File: src/rtl/core/apt_fifo.sv
module apt_fifo #(
  parameter int WIDTH = 8,
  parameter int DEPTH = 2
) (
  input  logic             clk,
  input  logic             rst_n,
  input  logic             push,
  input  logic [WIDTH-1:0] wdata,
  output logic             full,
  input  logic             pop,
  output logic [WIDTH-1:0] rdata,
  output logic             empty
);

  localparam int PTR_BITS = (DEPTH > 1) ? $clog2(DEPTH) : 1;
  localparam int CNT_BITS = $clog2(DEPTH + 1);

  logic [WIDTH-1:0]    mem_r [DEPTH];
  logic [PTR_BITS-1:0] wptr_r, wptr_nxt;
  logic [PTR_BITS-1:0] rptr_r, rptr_nxt;
  logic [CNT_BITS-1:0] count_r, count_nxt;
  logic                do_push, do_pop;

  assign full    = (count_r == CNT_BITS'(DEPTH));
  assign empty   = (count_r == '0);
  assign do_push = push && !full;
  assign do_pop  = pop && !empty;
  assign rdata   = mem_r[rptr_r];

  always_comb begin
    wptr_nxt  = wptr_r;
    rptr_nxt  = rptr_r;
    count_nxt = count_r;
    if (do_push) begin
      wptr_nxt = (wptr_r == PTR_BITS'(DEPTH - 1)) ? '0 : wptr_r + 1'b1;
    end
    if (do_pop) begin
      rptr_nxt = (rptr_r == PTR_BITS'(DEPTH - 1)) ? '0 : rptr_r + 1'b1;
    end
    if (do_push && !do_pop) begin
      count_nxt = count_r + 1'b1;
    end else if (do_pop && !do_push) begin
      count_nxt = count_r - 1'b1;
    end
  end

  always_ff @(posedge clk) begin
    if (!rst_n) begin
      wptr_r  <= '0;
      rptr_r  <= '0;
      count_r <= '0;
    end else begin
      wptr_r  <= wptr_nxt;
      rptr_r  <= rptr_nxt;
      count_r <= count_nxt;
    end
  end

  always_ff @(posedge clk) begin
    if (do_push) begin
      mem_r[wptr_r] <= wdata;
    end
  end

endmodule

File: config.mk
export PLATFORM = sky130hd
export DESIGN_NAME = apt_fifo
export DESIGN_NICKNAME = d
export VERILOG_FILES = /design/src/rtl/core/apt_fifo.sv
export SDC_FILE = /design/constraint.sdc
export NUM_CORES = 1
export LEC_CHECK = 0
export BUFFER_PORTS_ARGS = -buffer_cell sky130_fd_sc_hd__buf_2
export CORE_MARGIN = 2
export CORE_UTILIZATION = 52
export DETAILED_ROUTE_END_ITERATION = 8
export PLACE_DENSITY = 0.79
export SLEW_MARGIN = 20
export SYNTH_ARGS = -nofsm -noshare
export SYNTH_HDL_FRONTEND = slang
export SYNTH_SLANG_ARGS = --single-unit
export TNS_END_PERCENT = 10
File: constraint.sdc
create_clock -name clk -period 3.1 [get_ports clk]
set_clock_uncertainty 0.15 [all_clocks]
set_input_delay 0.465 -clock clk [delete_from_list [all_inputs] [get_ports clk]]
set_output_delay 0.465 -clock clk [all_outputs]
set_load 0.005 [all_outputs]
==> results.py <==
metrics = {
    "logic_synthesis": {
        "synth_nets": 63,
        "yosysTopAreaCellShare_pct": 59.35,
        "synthXorXnorAreaFrac_pct": 3.246,
        "synth_compound_area_share_pct": 4.019,
        "synth_top_family_by_area": "multiplexers",
        "synth_area_leaders": "edfxtp_1 (59%), dfxtp_1 (12%), mux2_2 (11%)",
        "yosysWarnings": 0,
        "ys_seq_area_share_pct": 71.72,
        "synthesis.instances": 50,
        "synthesis.area_um2": 809.5,
        "synth_top_cell_by_area": "edfxtp_1",
        "synthMuxAreaShare_pct": 11.13,
        "ys_types": 20,
        "synth_simple_gate_area_share_pct": 6.801,
        "ys_ff_latch": 21,
        "synth_area_per_cell_um2": 16.19,
        "synthAdderAreaFrac_pct": 1.546,
    },
    "place": {
        "port_buffers": 21,
        "place.gp.congestion": 0.6573,
        "dp_slack_ns": 1.363,
        "dp_cells": 86,
        "dpl.hpwl_um": 840,
    },
    "die": {
        "die_x_um": 43.46,
        "die_y_um": 43.46,
        "die-area_mm2": 0.001888,
        "initial_core_util_pct": 54.37,
        "ios": 22,
        "coreArea_mm2": 0.001489,
        "std_cell_rows": 14,
    },
    "cells_and_area": {
        "syn_to_final_growth_pct": 18.24,
        "num_antenna_cells": 0,
        "final_common_cell": "buf_2",
        "final_cell_mix": "buf_2 (21), edfxtp_1 (16), mux2_2 (8), dfxtp_1 (5)",
        "utilization_pct": 64.29,
        "nets": 88,
        "drive_gt1_share_pct": 47.30,
        "final_cells": 90,
    },
    "global_route": {
        "grt_max_degree": 13,
        "grt_overflow": 0,
        "busiest_layer": "met2",
        "grt_use_met3_pct": 4.167,
        "grt_util_met1_pct": 17.00,
        "antenna_found_initial": 0,
        "grt_pass1_wl_mm": 1.842,
        "grt_util_all_layers_pct": 14.01,
        "grt_pass1_vias": 427,
        "grt_util_met2_pct": 21.79,
    },
    "routing": {
        "route.antenna.remaining_nets": 0,
        "drtPass1Iterations": 2,
        "routed_wl_mm": 1.166,
        "vias": 468,
        "drc": 0,
        "wl_per_cell_um": 12.96,
        "viasPerCell": 5.200,
        "drtIter0Drc": 11,
    },
    "worst_hold_path": {
        "whs_endpoint": "mem_r[1][0]",
        "hold_class": "in2reg",
        "worstHoldStart": "wdata[0]",
        "hold_depth": 1,
    },
    "sta": {
        "maxSlewHeadroom_pct": 54.33,
        "rsz0062_at_grt": "no",
        "tns_ns": 0,
        "slew_violations": 0,
        "worst_pin_slew_ns": 0.6814,
        "finalSetupViolations": 0,
        "fin_crit_ns": 1.963,
        "fin_crit_sh_pct": 63.32,
        "fmax_mhz": 509.4,
        "hold_violations": 0,
        "setup_ws_ns": 1.137,
    },
    "worst_setup_path": {
        "crit_required_ns": 2.48,
        "ff2ff_path_depth": 6,
        "r2r-end": "count_r[1]",
        "setup.worst_path.end_class": "output port",
        "r2r_setup_slack_ns": 1.36,
        "worstSetupPathType": "reg2out",
        "cp-start-kind": "flop",
        "critical_path_arrival_ns": 1.35,
        "regToRegStartpoint": "count_r[0]",
        "critical_path.max_fanout": 8,
    },
    "cts": {
        "cts_buffers": 3,
        "tritoncts": "done",
        "clock_latency_ns": 0.30,
        "postCtsSetupRepairBufs": 0,
        "clockRootBuffer": "clkbuf_4",
        "clock_sinks": 21,
        "h-tree-depth": 1,
        "path_clk_slew_ns": 0.11,
        "cts_hold_buf": 0,
        "cts_buffer_depth": 2,
        "ctsResizeCount": 0,
    },
    "flow_run": {
        "maxCapViolations": 0,
    },
    "outcome": {
        "outcome": "finished, final reports clean",
    },
    "power_and_ir_drop": {
        "ir_drop_uv": 467.5,
        "power_uw": 734.2,
        "power_density_mw_per_mm2": 767.0,
        "power.leakage_nw": 0.3817,
    },
}
## state kept, by name, indices dropped and copies added (netlist names), named ones only
register / count
count_r: 2
wptr_r: 1
rptr_r: 1
mem_r: 16
## stage by stage
step	hold slack [ns]	area, um2
6_report	0.1992	957.2
5_1_grt	0.1845	957.2
4_1_cts	0.1876	957.2
3_5_place_dp	0.3667	929.6
3_3_place_gp	0.3521	929.6
2_1_floorplan	0.3333	809.5
## power by group
group          internal, mW  switching [mW]  total [mW]
combinational         0.121          0.0909       0.212
clock                0.0480          0.0778       0.126
sequential            0.359          0.0375       0.397
## area by class of cell
type                    count  area (um2)
clock inverters             1       5.005
well taps                  16       20.02
clock buffers               3       22.52
multi-input cells          26       216.5
flip-flops and latches     21       580.6
fillers                   118       531.8
repair buffers             21       105.1
inverters                   2       7.507
## Yosys cell counts
cell,count
edfxtp_1,16
mux2_2,8
dfxtp_1,5
and2_1,3
nor2_1,2
xnor2_1,2
a21boi_0,1
a21boi_1,1
and3_1,1
buf_2,1
ha_1,1
inv_1,1
inv_2,1
nand2b_1,1
nor3_2,1
o21a_1,1
o21ai_0,1
o21ai_1,1
or3_1,1
xor2_1,1
## critical path, cell delays in order (launching register included)
cell     delay, ns
dfxtp_1       0.55
mux2_2        0.38
buf_2         0.13
## per-layer routing
| layer | wire, um | vias up | part of all wire [%] |
|---|---|---|---|
| met5 | 0 | - | 0 |
| met4 | 9 | 0 | 0.77 |
| met3 | 57 | 2 | 4.9 |
| met2 | 588 | 12 | 50 |
| met1 | 511 | 226 | 44 |
| li1 | - | 228 | - |
## cell families (layout without fill, tap and decap cells)
kind of cell	Yosys count	count (layout)
flops	21	21
compound gates	5	5
fa+ha+maj	1	1
buf+inv	3	27
simple gates	9	9
mux	8	8
xor+xnor	3	3
## worst max path at each step
stage | startpoint | to | slack (ns)
after global routing | flop | rdata[6] | 1.05
after floorplan | count_r[0] | count_r[1] | 1.50
after detailed placement | push | mem_r[0][5] | 1.36
final | flop | rdata[2] | 1.14
after global placement | push | mem_r[0][5] | 1.39
after CTS | flop | rdata[6] | 1.10
(Power assumes the default switching activity.)
