File: src/rtl/core/apt_pkg.sv
package apt_pkg;

  // Register lanes are 16 bits wide whatever the coefficient width.
  localparam int LANE_BITS = 16;
  localparam int NUM_ROWS  = 4;
  localparam int NUM_AXES  = 3;
  localparam int CORNERS   = 8;
  localparam int REG_BITS  = 64;

  localparam logic [REG_BITS-1:0] ROW_ZERO_RST  = 64'h0000_0000_0000_1000;
  localparam logic [REG_BITS-1:0] ROW_ONE_RST   = 64'h0000_0000_1000_0000;
  localparam logic [REG_BITS-1:0] ROW_TWO_RST   = 64'h0000_1000_0000_0000;
  localparam logic [REG_BITS-1:0] ROW_THREE_RST = 64'h1000_0000_0000_0000;

  typedef enum logic [1:0] {
    REG_ROW_ZERO  = 2'd0,
    REG_ROW_ONE   = 2'd1,
    REG_ROW_TWO   = 2'd2,
    REG_ROW_THREE = 2'd3
  } reg_idx_t;

  typedef enum logic [1:0] {
    STATUS_OK    = 2'd0,
    STATUS_W_BAD = 2'd1,
    STATUS_SAT   = 2'd2
  } status_t;

  // Per-corner control carried alongside the datapath.
  typedef struct packed {
    logic first;
    logic last;
    logic wbad;
  } tag_t;

endpackage

File: src/rtl/core/apt_bound.sv
module apt_bound #(
  parameter int COORD_BITS = 16
) (
  input  logic                         clk,
  input  logic                         rst_n,
  input  logic                         val_i,
  input  apt_pkg::tag_t                tag_i,
  input  logic signed [COORD_BITS-1:0] p_i [apt_pkg::NUM_AXES],
  input  logic [apt_pkg::NUM_AXES-1:0] sat_i,
  output logic                         push_o,
  output logic signed [COORD_BITS-1:0] lo_o [apt_pkg::NUM_AXES],
  output logic signed [COORD_BITS-1:0] hi_o [apt_pkg::NUM_AXES],
  output apt_pkg::status_t             status_o
);

  localparam int NA = apt_pkg::NUM_AXES;

  logic                         any_r, any_nxt;
  logic                         wbad_r, wbad_nxt;
  logic                         sat_r, sat_nxt;
  logic signed [COORD_BITS-1:0] lo_r [NA];
  logic signed [COORD_BITS-1:0] lo_nxt [NA];
  logic signed [COORD_BITS-1:0] hi_r [NA];
  logic signed [COORD_BITS-1:0] hi_nxt [NA];
  logic                         base_any, base_wbad, base_sat;

  logic                         push_r;
  logic signed [COORD_BITS-1:0] res_lo_r [NA];
  logic signed [COORD_BITS-1:0] res_hi_r [NA];
  apt_pkg::status_t             status_r, status_nxt;

  always_comb begin
    base_any  = tag_i.first ? 1'b0 : any_r;
    base_wbad = tag_i.first ? 1'b0 : wbad_r;
    base_sat  = tag_i.first ? 1'b0 : sat_r;
    any_nxt   = any_r;
    wbad_nxt  = wbad_r;
    sat_nxt   = sat_r;
    for (int j = 0; j < NA; j++) begin
      lo_nxt[j] = lo_r[j];
      hi_nxt[j] = hi_r[j];
    end
    if (val_i) begin
      any_nxt  = base_any || !tag_i.wbad;
      wbad_nxt = base_wbad || tag_i.wbad;
      sat_nxt  = base_sat || (!tag_i.wbad && (|sat_i));
      // Skip a corner behind the eye; widen the box with every other one.
      if (!tag_i.wbad) begin
        for (int j = 0; j < NA; j++) begin
          if (!base_any || (p_i[j] < lo_r[j])) begin
            lo_nxt[j] = p_i[j];
          end
          if (!base_any || (p_i[j] > hi_r[j])) begin
            hi_nxt[j] = p_i[j];
          end
        end
      end
    end
    priority if (wbad_nxt) begin
      status_nxt = apt_pkg::STATUS_W_BAD;
    end else if (sat_nxt) begin
      status_nxt = apt_pkg::STATUS_SAT;
    end else begin
      status_nxt = apt_pkg::STATUS_OK;
    end
  end

  always_ff @(posedge clk) begin
    if (!rst_n) begin
      any_r  <= 1'b0;
      wbad_r <= 1'b0;
      sat_r  <= 1'b0;
      push_r <= 1'b0;
    end else begin
      any_r  <= any_nxt;
      wbad_r <= wbad_nxt;
      sat_r  <= sat_nxt;
      push_r <= val_i && tag_i.last;
    end
  end

  always_ff @(posedge clk) begin
    status_r <= status_nxt;
    for (int j = 0; j < NA; j++) begin
      lo_r[j]     <= lo_nxt[j];
      hi_r[j]     <= hi_nxt[j];
      res_lo_r[j] <= any_nxt ? lo_nxt[j] : '0;
      res_hi_r[j] <= any_nxt ? hi_nxt[j] : '0;
    end
  end

  assign push_o   = push_r;
  assign status_o = status_r;
  always_comb begin
    for (int j = 0; j < NA; j++) begin
      lo_o[j] = res_lo_r[j];
      hi_o[j] = res_hi_r[j];
    end
  end

endmodule

File: config.mk
export PLATFORM = sky130hd
export DESIGN_NAME = apt_bound
export DESIGN_NICKNAME = d
export VERILOG_FILES = /design/src/rtl/core/apt_pkg.sv /design/src/rtl/core/apt_bound.sv
export SDC_FILE = /design/constraint.sdc
export NUM_CORES = 1
export LEC_CHECK = 0
export ABC_AREA = 1
export BUFFER_PORTS_ARGS = -buffer_cell sky130_fd_sc_hd__buf_2
export CAP_MARGIN = 20
export CORE_ASPECT_RATIO = 1.5
export CORE_MARGIN = 2
export CORE_UTILIZATION = 38
export DETAILED_ROUTE_END_ITERATION = 16
export PLACE_DENSITY = 0.67
export SKIP_CTS_REPAIR_TIMING = 1
export SLEW_MARGIN = 10
export SYNTH_ARGS = -nofsm -noshare
export SYNTH_HDL_FRONTEND = slang
export SYNTH_SLANG_ARGS = --single-unit
File: constraint.sdc
create_clock -name clk -period 2.1 [get_ports clk]
set_clock_uncertainty 0.2 [all_clocks]
set_input_delay 0.315 -clock clk [delete_from_list [all_inputs] [get_ports clk]]
set_output_delay 0.315 -clock clk [all_outputs]
set_load 0.005 [all_outputs]
==> out/metrics.yaml <==
status: "finished with violations"
violations: "hold timing, setup timing"
path_class: "reg2reg"
hp-class: "in2reg"
drtAntennaViolNets: 0
maxCapViolations: 0
nNetsFinal: 1559
end_kind: "flip-flop"
max_freq_ghz: 0.456
grt_max_degree: 40
die_area_um2: 24900
start_kind: "flip-flop"
cts_tree: "yes"
synthToLayoutAreaGrowth_pct: 49.8
slew_headroom: 0.723
rr_worst_depth: 14
hold_depth: 3
synth_fa_ha_area_frac: 0.130
drc: 0
ctsRootBufferMaster: "clkbuf_16"
core-area_um2: 23100
reg2reg_slack_ns: -0.09
num_io_pins: 156
r2r-end: "res_hi_r[0][28]$_SDFF_PN0_"
avgSynthCellArea_um2: 7.84
fin_crit_sh: 1.04
ys_warn_count: 0
syn_inst: 1143
final_layout_size_suffix_gt1_frac: 0.492
synth_top_area_frac: 0.442
min_to: "res_lo_r[0][0]$_SDFF_PN0_"
grt_usage: 0.182
ys_seq_area_frac: 0.442
dr.first_iter.drc_count: 345
place_congestion: 0.855
cts_buffers: 17
vdd_drop_max_v: 0.000614
synth_compound_area_frac: 0.0710
dp_cells: 1679
antenna_found_initial: 0
ys_ff_latch: 198
synth_top_family_by_area: "simple AND/OR/NAND/NOR gates"
instances_no_fill: 1737
report.final.setup_viol: 99
synth_cell_types: 35
ys_top_cells_by_area: "dfxtp_1 (44%), ha_1 (13%), nand2_1 (12%), inv_1 (8.2%), nand3_1 (6.3%)"
wl_per_cell_um: 15.0
die_x_um: 129
hp-start: "p_i[32]"
io_buffers: 155
final_cell_mix: "nand2_1 (190), buf_2 (155), inv_1 (152), dfxtp_1 (148), buf_4 (88)"
synthXorXnorAreaFrac: 0
htreeDepth: 4
hpwlAfterDp_um: 16800
initial_core_util: 0.389
power.density_nw_per_um2: 830
regArea_um2: 4030
synthMuxAreaShare: 0
hold_slack_ns: -0.0000573
cp_max_fo: 8
crit_arrival_ns: 2.35
synth_fp_nets: 1293
drv_slew: 0
rows: 68
leakage_nw: 6.67
finalHoldViolCount: 1
clk_latency_ns: 0.45
synth_top_area_cell: "dfxtp_1"
clk_pin_slew_worst_paths_ns: 0.08
cts.path.max_buffers: 2
yosys.area_share.simple: 0.251
netlist_area_um2: 8960
reg2reg_from: "hi_r[0][26]$_DFF_P_"
multi_input_area_um2: 5660
worst_pin_slew_ns: 0.415
die_h_um: 192
clock-sinks: 198
rsz0062_at_grt: "true"
worst_slack_ns: -0.0931
via_per_inst: 4.80
final_common_cell: "nand2_1"
num-fill-cells: 1875
grt_pass1_vias: 7653
fin_crit_ns: 2.19
grt_pass1_wl_um: 35400
grt_overflow: 0
diodes: 0
cp.required_ns: 2.25
vias: 8340
fin_util: 0.582
wirelength_um: 26100
first_pass_iters: 5
power by group:
part / internal (mW) / switching, mW
logic: 1.43 / 1.76
registers: 4.26 / 0.218
clock network: 1.91 / 1.58
cells by family (layout without fill, tap and decap cells):
family                   count (synthesis)  count (layout)
AND/OR/NAND/NOR                        501             503
buffers and inverters                  234             511
flip-flops                             198             198
AO/OA/AOI/OAI                          117             117
adder cells (fa/ha/maj)                 93              93
cells in the mapped netlist:
library cell    n
buf_2          14
nor2_1         53
nand3_4         1
o22ai_1         2
a31oi_1         1
o21ai_0         8
o21a_1          2
nand2_1       294
nand3_2         2
nor2_2          1
clkbuf_1       10
a22oi_1         1
buf_4           2
nand3_1       112
inv_2           4
a21oi_1        90
a21oi_2        10
buf_12          1
nand2_2         3
ha_1           93
dfxtp_1       198
o21ai_1         2
or3_1           1
nor3_1          4
inv_1         196
clkinv_1        1
nand4_1         8
nand2_4        16
nor2_4          1
nor4_1          1
a21o_1          1
buf_1           2
nor2_8          1
nor3_2          3
buf_6           4
flip-flops by register name, summed over array words and instances, names as in the netlist:
name and cells:
lo_r 48, hi_r 48, status_o 2, sat_r 1
res_hi_r 48, wbad_r 1, res_lo_r 48, any_r 1
push_o 1
final cells by class:
cell class                 count  share of cell area
inverter                     201              0.0563
clock inverter                15              0.0144
tap                          315              0.0294
clock buffer                  17              0.0317
sequential                   198               0.300
timing repair buffer         278               0.147
multi-input combinational    713               0.421
through the flow:
| step | area [um^2] | power, mW | setup WS [ns] | setup TNS (ns) |
|---|---|---|---|---|
| 2_1_floorplan | 8960 | 5.85 | 0.0358 | 0 |
| 3_3_place_gp | 10800 | 6.71 | -0.263 | -19.71 |
| 3_5_place_dp | 10800 | 6.78 | -0.270 | -25.66 |
| 4_1_cts | 11500 | 10.3 | -0.140 | -8.16 |
| 5_1_grt | 13400 | 11.7 | -0.226 | -28.32 |
| 6_report | 13400 | 11.1 | -0.0931 | -3.91 |
worst max-delay path by stage:
stage	startpoint	endpoint	cells after the start
floorplan	lo_r[0][47]$_DFF_P_	res_lo_r[0][38]$_SDFF_PN0_	11
global placement	p_i[21]	res_lo_r[0][28]$_SDFF_PN0_	14
detailed placement	p_i[21]	res_lo_r[0][28]$_SDFF_PN0_	14
CTS	hi_r[0][7]$_DFF_P_	res_hi_r[0][0]$_SDFF_PN0_	16
global route	hi_r[0][11]$_DFF_P_	res_hi_r[0][10]$_SDFF_PN0_	14
finish	hi_r[0][26]$_DFF_P_	res_hi_r[0][28]$_SDFF_PN0_	14
layer usage:
| metal | up-vias | GRT usage | part of all wire |
|---|---|---|---|
| li1 | 4138 | - | - |
| met1 | 3906 | 0.194 | 0.38 |
| met2 | 223 | 0.330 | 0.53 |
| met3 | 73 | 0.0474 | 0.051 |
| met4 | 0 | 0.0865 | 0.038 |
| met5 | - | 0 | 0 |
worst max-delay path, stage by stage, from the launching register on:
cell and delay (ns):
dfxtp_2 0.32, inv_2 0.05, ha_4 0.26, nand4_1 0.15, nor3_4 0.26, nand2_2 0.10, nand2_1 0.07, nand2_1 0.05
nand2_2 0.08, nand2_4 0.07, nand2_8 0.12, buf_12 0.16, nand3_2 0.08, nand2_2 0.09, nor2_2 0.04
Power figures use the tool's default switching activity.
